==> src/rtl/core/pds_pkg.sv <==
// Shared constants and types for the projectile drag stepper.
// Holds fixed-point constants, the CORDIC arctangent table and register indexes.
// No dependencies.
`default_nettype none

package pds_pkg;

  // Configuration port
  localparam int unsigned CfgDataW = 24;

  typedef enum logic [1:0] {
    REG_AIR_DENSITY  = 2'd0,
    REG_PROJ_MASS    = 2'd1,
    REG_WIND_SPEED   = 2'd2,
    REG_TARGET_RANGE = 2'd3
  } cfg_reg_e;

  // Input item kinds
  localparam logic OP_LAUNCH = 1'b0;
  localparam logic OP_TICK   = 1'b1;

  // Physics constants
  localparam logic [19:0] G_Q16     = 20'd642908;    // 9.81 m/s^2, Q16.16
  localparam logic [12:0] DT_Q16    = 13'd6554;      // 0.1 s, Q16.16
  localparam logic [24:0] DRAG_C    = 25'd31708639;  // 0.5*Cd*area, Q0.32
  localparam logic [16:0] ONE_M     = 17'd65536;     // 1 m, Q16.16

  // Angle handling: degrees in Q16.16, hundredths scaled by 2^38/100
  localparam logic [31:0] ANG_RECIP = 32'd2748779070;
  localparam logic signed [25:0] DEG90  = 26'sd5898240;
  localparam logic signed [25:0] DEG180 = 26'sd11796480;
  localparam logic signed [25:0] DEG270 = 26'sd17694720;
  localparam logic signed [25:0] DEG360 = 26'sd23592960;

  // CORDIC start vector, gain compensated, Q2.30
  localparam logic signed [33:0] CORDIC_K = 34'sd652032874;

  // atan(2^-i) in Q16.16 degrees
  function automatic logic [21:0] atan_deg(input logic [3:0] i);
    logic [21:0] r;
    case (i)
      4'd0:    r = 22'd2949120;
      4'd1:    r = 22'd1740967;
      4'd2:    r = 22'd919879;
      4'd3:    r = 22'd466945;
      4'd4:    r = 22'd234379;
      4'd5:    r = 22'd117304;
      4'd6:    r = 22'd58666;
      4'd7:    r = 22'd29335;
      4'd8:    r = 22'd14668;
      4'd9:    r = 22'd7334;
      4'd10:   r = 22'd3667;
      4'd11:   r = 22'd1833;
      4'd12:   r = 22'd917;
      4'd13:   r = 22'd458;
      4'd14:   r = 22'd229;
      default: r = 22'd115;
    endcase
    return r;
  endfunction

endpackage

`default_nettype wire

==> src/rtl/core/projectile_drag_stepper.sv <==
// Projectile drag stepper top level: sequencer, CORDIC, divider and shared multiplier.
// Depends on pds_pkg.
`default_nettype none

// Two-dimensional projectile stepper with quadratic drag in Q16.16. A launch item
// (tuser = 0) sets velocity from speed and elevation plus wind, clears position and
// time, and derives drag per mass, through 16 CORDIC rotations, two passes of the
// multiplier and a restoring divide by the mass. A tick item (tuser = 1) does one
// 0.1 s Euler step through eight products on a single multiplier that takes 16 bits
// of its second operand per cycle. A tick after landing returns at once. One item is
// in work at a time; the result sits in an output register, so the next item is
// taken while it waits.
module projectile_drag_stepper #(
  parameter int unsigned VALUE_WIDTH      = 32,
  parameter int unsigned STEP_COUNT_WIDTH = 16
) (
  input  wire                     clk_i,
  input  wire                     rst_ni,
  // Configuration writes
  input  wire                     cfg_valid_i,
  output logic                    cfg_ready_o,
  input  pds_pkg::cfg_reg_e       cfg_index_i,
  input  wire [pds_pkg::CfgDataW-1:0] cfg_data_i,
  // Input stream
  input  wire                     s_axis_tvalid,
  output logic                    s_axis_tready,
  input  wire [31:0]              s_axis_tdata,  // initial_speed[15:0], launch_angle[30:16]
  input  wire                     s_axis_tuser,  // op
  // Result stream
  output logic                    m_axis_tvalid,
  input  wire                     m_axis_tready,
  output logic [87:0]             m_axis_tdata   // elapsed_steps[15:0], range_x[47:16],
                                                 // height_y[79:48], landed[80], on_target[81]
);
  import pds_pkg::*;

  localparam int unsigned W    = VALUE_WIDTH;
  localparam int unsigned SCW  = STEP_COUNT_WIDTH;
  localparam int unsigned MW   = (W > 32) ? W : 32;
  localparam int unsigned NCH  = (MW + 15) / 16;
  localparam int unsigned BW   = NCH * 16;
  localparam int unsigned AW   = MW + BW;
  localparam int unsigned SW   = MW + 2;
  localparam int unsigned DW   = ((W > 33) ? W : 33) + 2;
  localparam int unsigned CEW  = (SCW > 16) ? SCW : 16;
  localparam int unsigned MCW  = $clog2(NCH + 1);

  localparam logic [W-1:0] VMAX  = {1'b0, {(W-1){1'b1}}};
  localparam logic [W-1:0] NEG_G = W'(0) - W'(G_Q16);

  // Sequencer states
  localparam logic [2:0] S_IDLE   = 3'd0;
  localparam logic [2:0] S_RED    = 3'd1;
  localparam logic [2:0] S_CORD   = 3'd2;
  localparam logic [2:0] S_MSTART = 3'd3;
  localparam logic [2:0] S_MRUN   = 3'd4;
  localparam logic [2:0] S_DIV    = 3'd5;
  localparam logic [2:0] S_DONE   = 3'd6;

  // Product scaling codes
  localparam logic [1:0] SH16 = 2'd0;
  localparam logic [1:0] SH22 = 2'd1;
  localparam logic [1:0] SH32 = 2'd2;

  // Saturating add and subtract at W bits
  function automatic logic signed [W-1:0] sat_add(input logic signed [W-1:0] a,
                                                  input logic signed [W-1:0] b);
    logic signed [W:0] s;
    s = {a[W-1], a} + {b[W-1], b};
    if (s[W] != s[W-1]) return s[W] ? ~VMAX : VMAX;
    return s[W-1:0];
  endfunction

  function automatic logic signed [W-1:0] sat_sub(input logic signed [W-1:0] a,
                                                  input logic signed [W-1:0] b);
    logic signed [W:0] s;
    s = {a[W-1], a} - {b[W-1], b};
    if (s[W] != s[W-1]) return s[W] ? ~VMAX : VMAX;
    return s[W-1:0];
  endfunction

  function automatic logic [SW-1:0] absv(input logic signed [SW-1:0] v);
    return v[SW-1] ? SW'(-v) : SW'(v);
  endfunction

  // Configuration registers
  logic [17:0]        rho_q;
  logic [15:0]        mass_q;
  logic signed [14:0] wind_q;
  logic [23:0]        target_q;

  // Item state
  logic [2:0]            state_q, state_d;
  logic                  launch_q;
  logic [2:0]            ph_q;
  logic [15:0]           speed_q;
  logic signed [25:0]    z_q;
  logic                  flip_q;
  logic [3:0]            ci_q;
  logic signed [33:0]    cx_q, cy_q;
  logic [26:0]           dpm_q;
  logic [15:0]           rem_q;
  logic [4:0]            dcnt_q;
  logic signed [W-1:0]   vx_q, vy_q, px_q, py_q, t_q;
  logic [SCW-1:0]        cnt_q;
  logic                  landed_q;

  // Multiplier registers
  logic [MW-1:0]   ma_q;
  logic [BW-1:0]   mb_q;
  logic            mneg_q;
  logic [1:0]      msh_q;
  logic [AW-1:0]   macc_q;
  logic [MCW-1:0]  mcnt_q;

  logic s_xfer, m_xfer;
  assign s_xfer = s_axis_tvalid && s_axis_tready;
  assign m_xfer = m_axis_tvalid && m_axis_tready;
  assign s_axis_tready = (state_q == S_IDLE);
  assign cfg_ready_o   = 1'b1;

  // Configuration writes
  always_ff @(posedge clk_i or negedge rst_ni) begin
    if (!rst_ni) begin
      rho_q    <= 18'd80282;
      mass_q   <= 16'd100;
      wind_q   <= 15'sd2560;
      target_q <= 24'd256000;
    end else if (cfg_valid_i) begin
      unique case (cfg_index_i)
        REG_AIR_DENSITY:  rho_q    <= cfg_data_i[17:0];
        REG_PROJ_MASS:    mass_q   <= cfg_data_i[15:0];
        REG_WIND_SPEED:   wind_q   <= cfg_data_i[14:0];
        REG_TARGET_RANGE: target_q <= cfg_data_i[23:0];
        default:          ;
      endcase
    end
  end

  // Launch front end: degrees and drag numerator
  logic [46:0] ang_prod;
  logic [42:0] drag_num;
  assign ang_prod = s_axis_tdata[30:16] * ANG_RECIP;
  assign drag_num = rho_q * DRAG_C;

  // CORDIC rotation step
  logic signed [33:0] cdx, cdy, ncx, ncy;
  logic signed [25:0] catn, nz;
  always_comb begin
    cdx  = cy_q >>> ci_q;
    cdy  = cx_q >>> ci_q;
    catn = 26'(atan_deg(ci_q));
    if (!z_q[25]) begin
      ncx = cx_q - cdx;
      ncy = cy_q + cdy;
      nz  = z_q - catn;
    end else begin
      ncx = cx_q + cdx;
      ncy = cy_q - cdy;
      nz  = z_q + catn;
    end
  end

  // Divider step by the mass (zero counts as one)
  logic [15:0] mass_eff;
  logic [16:0] dtrial;
  logic        dge;
  assign mass_eff = (mass_q == 16'd0) ? 16'd1 : mass_q;
  assign dtrial   = {rem_q, dpm_q[26]};
  assign dge      = (dtrial >= {1'b0, mass_eff});

  // Operand selection for the next product
  logic signed [SW-1:0] op_a, op_b;
  logic                 op_babs;
  logic [1:0]           op_sh;
  always_comb begin
    op_a    = SW'(vx_q);
    op_b    = SW'(DT_Q16);
    op_babs = 1'b0;
    op_sh   = SH16;
    if (launch_q) begin
      op_a  = SW'(speed_q);
      op_b  = (ph_q == 3'd0) ? SW'(cx_q) : SW'(cy_q);
      op_sh = SH22;
    end else begin
      case (ph_q)
        3'd0: begin op_a = SW'(vx_q); op_b = SW'(vx_q); op_babs = 1'b1; end
        3'd1: begin op_a = SW'(t_q); op_b = SW'(dpm_q); op_sh = SH32; end
        3'd2: op_a = SW'(t_q);
        3'd3: begin op_a = SW'(vy_q); op_b = SW'(vy_q); op_babs = 1'b1; end
        3'd4: begin op_a = SW'(t_q); op_b = SW'(dpm_q); op_sh = SH32; end
        3'd5: op_a = SW'(t_q);
        3'd6: op_a = SW'(vx_q);
        default: op_a = SW'(vy_q);
      endcase
    end
  end

  logic [SW-1:0] op_amag, op_bmag;
  assign op_amag = absv(op_a);
  assign op_bmag = absv(op_b);

  // Multiplier: one 16-bit digit of the second operand per cycle, then scale and clamp
  logic [MW+15:0] m_pp;
  logic [AW-1:0]  m_shr, m_lim, m_mag;
  logic signed [W-1:0] m_res;
  assign m_pp = ma_q * mb_q[BW-1 -: 16];
  always_comb begin
    case (msh_q)
      SH16:    m_shr = macc_q >> 16;
      SH22:    m_shr = macc_q >> 22;
      default: m_shr = macc_q >> 32;
    endcase
    m_lim = AW'(VMAX) + AW'(mneg_q);
    m_mag = (m_shr > m_lim) ? m_lim : m_shr;
    m_res = mneg_q ? W'(-m_mag[W-1:0]) : m_mag[W-1:0];
  end

  logic signed [22:0] wind_s;
  logic signed [W-1:0] py_new;
  assign wind_s = {wind_q, 8'd0};
  assign py_new = sat_add(py_q, m_res);

  // Result fields
  logic signed [DW-1:0] xs, ys, dd, dabs;
  logic [CEW-1:0]       cext;
  logic [15:0]          o_steps;
  logic [31:0]          o_x, o_y;
  logic                 o_hit;
  always_comb begin
    xs   = DW'(px_q);
    ys   = DW'(py_q);
    dd   = xs - $signed(DW'({target_q, 8'd0}));
    dabs = dd[DW-1] ? -dd : dd;
    cext = CEW'(cnt_q);
    o_steps = (cext > CEW'(16'hFFFF)) ? 16'hFFFF : cext[15:0];
    if (xs > $signed(DW'(32'h7FFFFFFF)))       o_x = 32'h7FFFFFFF;
    else if (xs < -$signed(DW'(33'h80000000))) o_x = 32'h80000000;
    else                                       o_x = xs[31:0];
    if (ys > $signed(DW'(32'h7FFFFFFF)))       o_y = 32'h7FFFFFFF;
    else if (ys < -$signed(DW'(33'h80000000))) o_y = 32'h80000000;
    else                                       o_y = ys[31:0];
    o_hit = landed_q && (dabs <= $signed(DW'(ONE_M)));
  end

  // Next state
  always_comb begin
    state_d = state_q;
    unique case (state_q)
      S_IDLE: begin
        if (s_xfer) begin
          if (s_axis_tuser == OP_LAUNCH) state_d = S_RED;
          else if (landed_q)             state_d = S_DONE;
          else                           state_d = S_MSTART;
        end
      end
      S_RED:    state_d = S_CORD;
      S_CORD:   if (ci_q == 4'd15) state_d = S_MSTART;
      S_MSTART: state_d = S_MRUN;
      S_MRUN: begin
        if (mcnt_q == MCW'(NCH)) begin
          if (launch_q && ph_q == 3'd1)       state_d = S_DIV;
          else if (!launch_q && ph_q == 3'd7) state_d = S_DONE;
          else                                state_d = S_MSTART;
        end
      end
      S_DIV:    if (dcnt_q == 5'd26) state_d = S_DONE;
      S_DONE:   if (!m_axis_tvalid || m_axis_tready) state_d = S_IDLE;
      default:  state_d = S_IDLE;
    endcase
  end

  // Control registers
  always_ff @(posedge clk_i or negedge rst_ni) begin
    if (!rst_ni) begin
      state_q       <= S_IDLE;
      launch_q      <= 1'b0;
      ph_q          <= '0;
      ci_q          <= '0;
      dcnt_q        <= '0;
      mcnt_q        <= '0;
      m_axis_tvalid <= 1'b0;
      vx_q          <= '0;
      vy_q          <= '0;
      px_q          <= '0;
      py_q          <= '0;
      cnt_q         <= '0;
      dpm_q         <= '0;
      landed_q      <= 1'b0;
    end else begin
      state_q <= state_d;
      unique case (state_q)
        S_IDLE: begin
          if (s_xfer) begin
            launch_q <= (s_axis_tuser == OP_LAUNCH);
            ph_q     <= '0;
            ci_q     <= '0;
            dcnt_q   <= '0;
            if (s_axis_tuser == OP_LAUNCH) begin
              dpm_q    <= drag_num[42:16];
              px_q     <= '0;
              py_q     <= '0;
              cnt_q    <= '0;
              landed_q <= 1'b0;
            end
          end
        end
        S_CORD: ci_q <= ci_q + 4'd1;
        S_MSTART: mcnt_q <= '0;
        S_MRUN: begin
          if (mcnt_q != MCW'(NCH)) begin
            mcnt_q <= mcnt_q + MCW'(1);
          end else begin
            ph_q <= ph_q + 3'd1;
            if (launch_q) begin
              if (ph_q == 3'd0) vx_q <= sat_add(m_res, W'(wind_s));
              else              vy_q <= m_res;
            end else begin
              case (ph_q)
                3'd2: vx_q <= sat_add(vx_q, m_res);
                3'd5: vy_q <= sat_add(vy_q, m_res);
                3'd6: px_q <= sat_add(px_q, m_res);
                3'd7: begin
                  py_q <= py_new;
                  if (cnt_q != {SCW{1'b1}}) cnt_q <= cnt_q + SCW'(1);
                  if (py_new[W-1]) landed_q <= 1'b1;
                end
                default: ;
              endcase
            end
          end
        end
        S_DIV: begin
          dcnt_q <= dcnt_q + 5'd1;
          dpm_q  <= {dpm_q[25:0], dge};
        end
        S_DONE: if (!m_axis_tvalid || m_axis_tready) m_axis_tvalid <= 1'b1;
        default: ;
      endcase
      if (m_xfer && state_q != S_DONE) m_axis_tvalid <= 1'b0;
    end
  end

  // Datapath registers
  always_ff @(posedge clk_i) begin
    unique case (state_q)
      S_IDLE: begin
        if (s_xfer) begin
          speed_q <= s_axis_tdata[15:0];
          z_q     <= 26'(ang_prod[46:22]);
          cx_q    <= CORDIC_K;
          cy_q    <= '0;
          rem_q   <= '0;
        end
      end
      S_RED: begin
        flip_q <= 1'b0;
        if (z_q > DEG270) begin
          z_q <= z_q - DEG360;
        end else if (z_q > DEG90) begin
          z_q    <= z_q - DEG180;
          flip_q <= 1'b1;
        end
      end
      S_CORD: begin
        z_q <= nz;
        if (ci_q == 4'd15 && flip_q) begin
          cx_q <= -ncx;
          cy_q <= -ncy;
        end else begin
          cx_q <= ncx;
          cy_q <= ncy;
        end
      end
      S_MSTART: begin
        ma_q   <= op_amag[MW-1:0];
        mb_q   <= BW'(op_bmag[MW-1:0]);
        mneg_q <= op_a[SW-1] ^ (op_b[SW-1] && !op_babs);
        msh_q  <= op_sh;
        macc_q <= '0;
      end
      S_MRUN: begin
        if (mcnt_q != MCW'(NCH)) begin
          macc_q <= (macc_q << 16) + AW'(m_pp);
          mb_q   <= mb_q << 16;
        end else if (!launch_q) begin
          case (ph_q) inside
            3'd0, 3'd3: t_q <= m_res;
            3'd1:       t_q <= sat_sub(W'(0), m_res);
            3'd4:       t_q <= sat_sub(NEG_G, m_res);
            default:    ;
          endcase
        end
      end
      S_DIV: rem_q <= dge ? 16'(dtrial - {1'b0, mass_eff}) : dtrial[15:0];
      S_DONE: begin
        if (!m_axis_tvalid || m_axis_tready)
          m_axis_tdata <= {6'd0, o_hit, landed_q, o_y, o_x, o_steps};
      end
      default: ;
    endcase
  end

endmodule

`default_nettype wire

==> config.mk <==
export PLATFORM = sky130hd
export DESIGN_NAME = projectile_drag_stepper
export DESIGN_NICKNAME = d
export VERILOG_FILES = /design/src/rtl/core/pds_pkg.sv /design/src/rtl/core/projectile_drag_stepper.sv
export SDC_FILE = /design/constraint.sdc
export NUM_CORES = 2
export LEC_CHECK = 0
export BUFFER_PORTS_ARGS = -buffer_cell sky130_fd_sc_hd__buf_4
export CORE_UTILIZATION = 66
export CTS_CLUSTER_DIAMETER = 200
export DETAILED_ROUTE_END_ITERATION = 6
export PLACE_DENSITY_LB_ADDON = 0.1
export SLEW_MARGIN = 0
export SYNTH_ARGS = -nofsm -noshare
export SYNTH_HDL_FRONTEND = slang
export SYNTH_SLANG_ARGS = --single-unit
==> constraint.sdc <==
create_clock -name clk_i -period 14.2 [get_ports clk_i]
set_input_delay 2.13 -clock clk_i [delete_from_list [all_inputs] [get_ports clk_i]]
set_output_delay 2.13 -clock clk_i [all_outputs]
set_load 0.01 [all_outputs]
; Word-level counts from Yosys, hierarchy flattened
; Memories as Yosys holds them, arrays and structs flattened.
; Cells that the tools add are included.
[totals]
word_cells = 333
memories = 1
input_bits = 64
out_inout_bits = 91
rom_bits = 352
reg_bits = 636
[memory_table]
columns = memory, depth, width, rd, rd_clocked_by_memory_dff, wr, line_no
row1 = (name not given), 16, 22, 1, 0, 0, pds_pkg.sv:41  ; case (i)
[op_classes]
n_addsub = 30
bitwise = 4
shift = 2
mul = 3
n_reduce_logical = 52
n_eq_ne = 46
muxes = 151
n_lt_le_gt_ge = 10
[op_table]
columns = operator, n
row1 = 32-bit 2-to-1 mux, 45
row2 = 34-bit 2-to-1 mux, 9
row3 = 34-bit one-hot mux with 2 select lines, 3
row4 = 32-bit one-hot mux with 2 select lines, 3
row5 = 16-bit 2-to-1 mux, 9
row6 = 32-bit by 32-bit adder with 33-bit output, 4
row7 = 64-bit one-hot mux with 2 select lines, 1
row8 = 26-bit 2-to-1 mux, 4
row9 = 34-bit one-hot mux with 3 select lines, 1
row10 = 32-bit negator, 3
row11 = 48-bit one-hot mux with 2 select lines, 1
row12 = 26-bit one-hot mux with 3 select lines, 1
row13 = 34-bit adder, 2
row14 = 34-bit negator, 2
row15 = 34-bit by 4-bit >>> shifter with 34-bit output, 2
row16 = 34-bit subtractor, 2
row17 = 64-bit by 48-bit adder with 64-bit output, 1
row18 = 32-bit > comparator (second input constant), 2
row19 = 32-bit less-than comparator (second input constant), 2
row20 = 64-bit 2-to-1 mux, 1
row21 = 16-bit one-hot mux with 2 select lines, 2
row22 = 27-bit 2-to-1 mux, 2
row23 = 27-bit one-hot mux with 2 select lines, 1
row24 = 48-bit by 32-bit > comparator with 1-bit output, 1
row25 = 66 further kinds, 194

; Logic depth before layout (Yosys ltp)
[depth]
depth_word = 19
ltp_mapped = 48
ltp_nobuf = 36

; Least setup slack after synthesis
; Ideal clock, no wire load.
[synth_timing]
path_type = reg-to-reg
from = register msh_q[1]
to = register vy_q[21]
setup_slack_ps = 4361
required_ps = 14063
stages_incl_launch_ff = 45
arrival_time_ps = 9702
synth_period_minus_slack_ps = 9839
path_buffers = 12
path_cell_list = edfxtp_1 > buf_2 > buf_2 > buf_2 > buf_4 > buf_4 > buf_2 > buf_1 > nor2_1 > a21oi_1 > inv_1 > ha_1 > nand4_1 > nor3_1 > nand2_1 > or2_1 > a311o_1 > buf_2 > [9 not listed] > a211oi_1 > ha_1 > a211oi_1 > o21bai_1 > a21oi_1 > o21ai_0 > o311a_1 > a211o_1 > a41o_1 > o211ai_1 > a21oi_1 > and2_1 > nor2_1 > mux2_2 > nor3_1 > clkbuf_1 > buf_1 > a21oi_1
[synth_between]
elab_chain_cells = 16
elab_cells_between_ends = 20
[synth_rtl]
columns = element, line_no
row1 = from (decl), projectile_drag_stepper.sv:112  ; logic [1:0] msh_q;
row2 = from (signal assigned), projectile_drag_stepper.sv:379  ; msh_q <= op_sh;
row3 = 2-bit by 1-bit == test with 1-bit output / 2-bit zero test (equally long branches), projectile_drag_stepper.sv:209  ; case (msh_q)
row4 = 48-bit one-hot mux with 2 select lines *, projectile_drag_stepper.sv:209
row5 = 48-bit by 32-bit > comparator with 1-bit output, projectile_drag_stepper.sv:215  ; m_mag = (m_shr > m_lim) ? m_lim : m_shr;
row6 = 32-bit 2-to-1 mux *, projectile_drag_stepper.sv:215
row7 = 32-bit negator, projectile_drag_stepper.sv:216  ; m_res = mneg_q ? W'(-m_mag[W-1:0]) : m_mag[W-1:0];
row8 = 32-bit 2-to-1 mux *, projectile_drag_stepper.sv:216
row9 = 32-bit by 32-bit adder with 33-bit output, projectile_drag_stepper.sv:69  ; s = {a[W-1], a} + {b[W-1], b};
row10 = 1-bit != test, projectile_drag_stepper.sv:70  ; if (s[W] != s[W-1]) return s[W] ? ~VMAX : VMAX;
row11 = 1-bit 2-to-1 mux, projectile_drag_stepper.sv:70
row12 = 1-bit 2-to-1 mux, projectile_drag_stepper.sv:319  ; case (ph_q)
row13 = 1-bit 2-to-1 mux, projectile_drag_stepper.sv:315  ; if (launch_q) begin
row14 = 1-bit 2-to-1 mux, projectile_drag_stepper.sv:311  ; if (mcnt_q != MCW'(NCH)) begin
row15 = 1-bit 2-to-1 mux, projectile_drag_stepper.sv:292  ; unique case (state_q)
row16 = 32-bit 2-to-1 mux, projectile_drag_stepper.sv:71  ; return s[W-1:0];
row17 = 32-bit 2-to-1 mux, projectile_drag_stepper.sv:319
row18 = 32-bit 2-to-1 mux *, projectile_drag_stepper.sv:315
row19 = to (signal assigned), projectile_drag_stepper.sv:317  ; else vy_q <= m_res;
row20 = to (signal assigned), projectile_drag_stepper.sv:321  ; 3'd5: vy_q <= sat_add(vy_q, m_res);
row21 = to (decl), projectile_drag_stepper.sv:104  ; logic signed [W-1:0] vx_q, vy_q, px_q, py_q, t_q;
; Mark *: on every way between the ends. The rest lies on a longest branch, timed or not. The select of a mux whose other input is x is not followed.
; A chain may end at the register's enable or synchronous reset.

; Worst setup path in the final report
[layout_timing]
from = register msh_q[0]
to = register vy_q[21]
; The elaborated chain is that of the path after synthesis.

==> out/results.tsv <==
metric	value	unit
FFs w/ async S/R, synth	41.51	%
DP HPWL	186400	µm
Longest Clk Path Bufs	3	
post-synthesis cell type count	99	
Rows	129	
cts hold-fix bufs	0	
post-synthesis adder-cell area fraction	31.01	%
flop2flop setup slack	2.16	ns
Clock Tree Root	clkbuf_16	
post-layout util	70.82	%
number of clock sinks	636	
Final period util	84.77	%
# fillers	9726	
IO Pins	155	
worst reg2reg path startpoint	msh_q[0]	
All-Layer GR Usage	39.11	%
Peak supply drop	0.8296	mV
Top FF cell, synth	edfxtp_1	
r2r endpoint	vy_q[21]	
Worst Setup SP	msh_q[0]	
Worst EP required	14.75	ns
Seq/Total Area, Yosys	21.43	%
routability cong.	1.013	
slowest CP cell	nor3_2	
Reg clk slew, reported paths	0.06	ns
clock insertion delay at the later pin of the skew report	0.70	ns
first-pass GRT wire length	386000	µm
Final Hold Vio Count	0	
post-synthesis xor/xnor area fraction	5.893	%
Mean Syn Cell Area	9.026	µm²
core area	124300	µm²
number of endpoints failing setup at the final stage	0	
WP data arrival	12.58	ns
most frequent CP cell	a21oi_1	
EDFF count, synth	372	
vias in the first global route	68470	
Worst setup endpoint	vy_q[21]	
IO buf count	146	
Crit Path Max Fanout	33	
postcts setup bufs	0	
total chip power	15.88	mW
critical path's top delay family	compound AO/OA/AOI/OAI gates	
Max Slew Vio Count	0	
worst clock skew	0.03362	ns
WL/cell	22.99	µm
slowest stage delay, CP	0.87	ns
Die ar.	127300	µm²
share of layout cells above drive strength 1	7.369	%
largest net degree at the start of global routing	87	
WP depth	33	
final worst path period need	12.04	ns
Worst Setup End Kind	flop	
mux share of post-synthesis cell area	4.536	%
Buffers & Inverters on Critical Path	4	
fmax	83.07	MHz
Yosys reg bits	636	
die height	356.8	µm
failing checks	DRC	
synth warn	0	
initial antenna violation count	12	
setup repair after global routing missed its margin	no	
total routed wirelength	248000	µm
area grow syn2layout	5.943	%
CTS buffer count	76	
GR Overflow Total	0	
Crit Path Category	reg2reg	
Fin Setup TNS	0	ns
post-CTS sizing	0	
max cap viols	0	
Vias	69630	
post-synthesis simple-gate area fraction	14.41	%
antenna-violating nets left	0	
DRC	5	
pre-CTS setup slack	2.693	ns
post-route worst setup slack	2.163	ns
Cell Area, Synth	83080	µm²
nets	10730	
Via-to-Cell Ratio	6.455	
worst slew pin tran	1.256	ns
HP Class	reg2reg	
Die Span X	356.8	µm
first drt pass iteration count	7	
initial DRC count	7456	
R2R depth	33	
initial core utilization	66.85	%
H-tree depth	3	
outcome	finished, violations left	
main combinational cell family by area after synthesis	adder cells	
Leak Pwr	41.79	nW
Relative slew margins	15.73	%
CTS tree	done	
critical path startpoint category	flop	
Compound-Gate Fraction of Synth Area	15.42	%
post-synthesis cell count	9205	
Cell Pwr Density	180.4	nW/µm²
[where the power goes]
| part | leakage, nW | total, mW | switching, mW | internal (mW) |
|---|---|---|---|---|
| sequential | 6.72 | 2.38 | 0.184 | 2.20 |
| clock | 1.27 | 2.11 | 0.914 | 1.20 |
| combinational | 33.8 | 11.4 | 6.41 | 4.98 |
| total | 41.8 | 15.9 | 7.51 | 8.37 |
[layer usage]
| metal | GRT usage [%] | part of all wire, % | vias to the layer above |
|---|---|---|---|
| li1 | - | - | 31400 |
| met5 | 0 | 0.024 | - |
| met4 | 14.18 | 4.0 | 10 |
| met1 | 54.33 | 40 | 34210 |
| met3 | 9.146 | 11 | 627 |
| met2 | 59.92 | 44 | 3382 |
[flip-flops by register name, summed over array words and instances, names as in the netlist, 34 cells and up]
signal and cells:
cy_q 34, m_axis_tdata 82, macc_q 64, cx_q 34
[Yosys cell counts, types with 150 or more instances]
cell	n	area, µm²
xnor2_1	327	2864
a21oi_1	583	2918
nor2_1	593	2226
dfrtp_1	244	6106
xor2_1	232	2032
fa_1	790	15820
a21o_1	150	1126
inv_1	1124	4219
ha_1	794	9935
and2_1	207	1295
clkbuf_1	381	1430
nand2_1	967	3630
o21ai_0	370	1852
edfxtp_1	372	11170
[layout by cell type, fill, tap and decap left out, drive strengths merged, types with 86 or more instances in the layout]
cell	instances
and2	207
mux2i	129
nand2	967
ha	794
nor3	152
xor2	232
buf	248
edfxtp	372
a21oi	584
o21ai	395
a21o	150
and3	87
a31oi	111
fa	790
xnor2	327
nor2	594
inv	1139
mux2	92
dfrtp	244
clkbuf	86
nand3	132
[stage by stage]
stage	instances	instance area (µm²)	hold slack [ns]
final	10790	88020	0.4963
after global routing	10780	88010	0.5076
after CTS	10780	88010	0.4948
after detailed placement	10640	85380	0.4653
after global placement	10640	85380	0.4684
after floorplan	9210	83100	0.4526
[logic make-up after synthesis]
kind of cell             count (synthesis)
other                                    2
multiplexers                           285
flip-flops                             636
adder cells (fa/ha/maj)               1585
XOR/XNOR                               559
AND/OR/NAND/NOR                       2564
AO/OA/AOI/OAI                         1983
buffers and inverters                 1591
[final cells by class]
class                           instances  area [µm²]  share of cell area [%]
Antenna cell                            3       7.507                0.008529
Clock buffer                           86        2001                   2.273
Clock inverter                         54       631.9                  0.7179
Inverter                             1140        4280                   4.863
Multi-Input combinational cell       6983       59370                   67.45
Sequential cell                       636       17810                   20.24
Tap cell                             1637        2048                   2.327
Timing Repair Buffer                  248        1869                   2.124
[worst min path at each step]
| stage | from | end | slack [ns] | depth (start not counted) |
|---|---|---|---|---|
| final | cext[9] | m_axis_tdata[9] | 0.50 | 0 |
| after global routing | py_q[30] | m_axis_tdata[78] | 0.51 | 0 |
| after CTS | py_q[24] | m_axis_tdata[72] | 0.49 | 0 |
| after detailed placement | py_q[30] | m_axis_tdata[78] | 0.47 | 0 |
| after global placement | mcnt_q[1] | mcnt_q[1] | 0.47 | 2 |
| after floorplan | mcnt_q[1] | mcnt_q[1] | 0.45 | 2 |
Power figures use the tool's default switching activity.
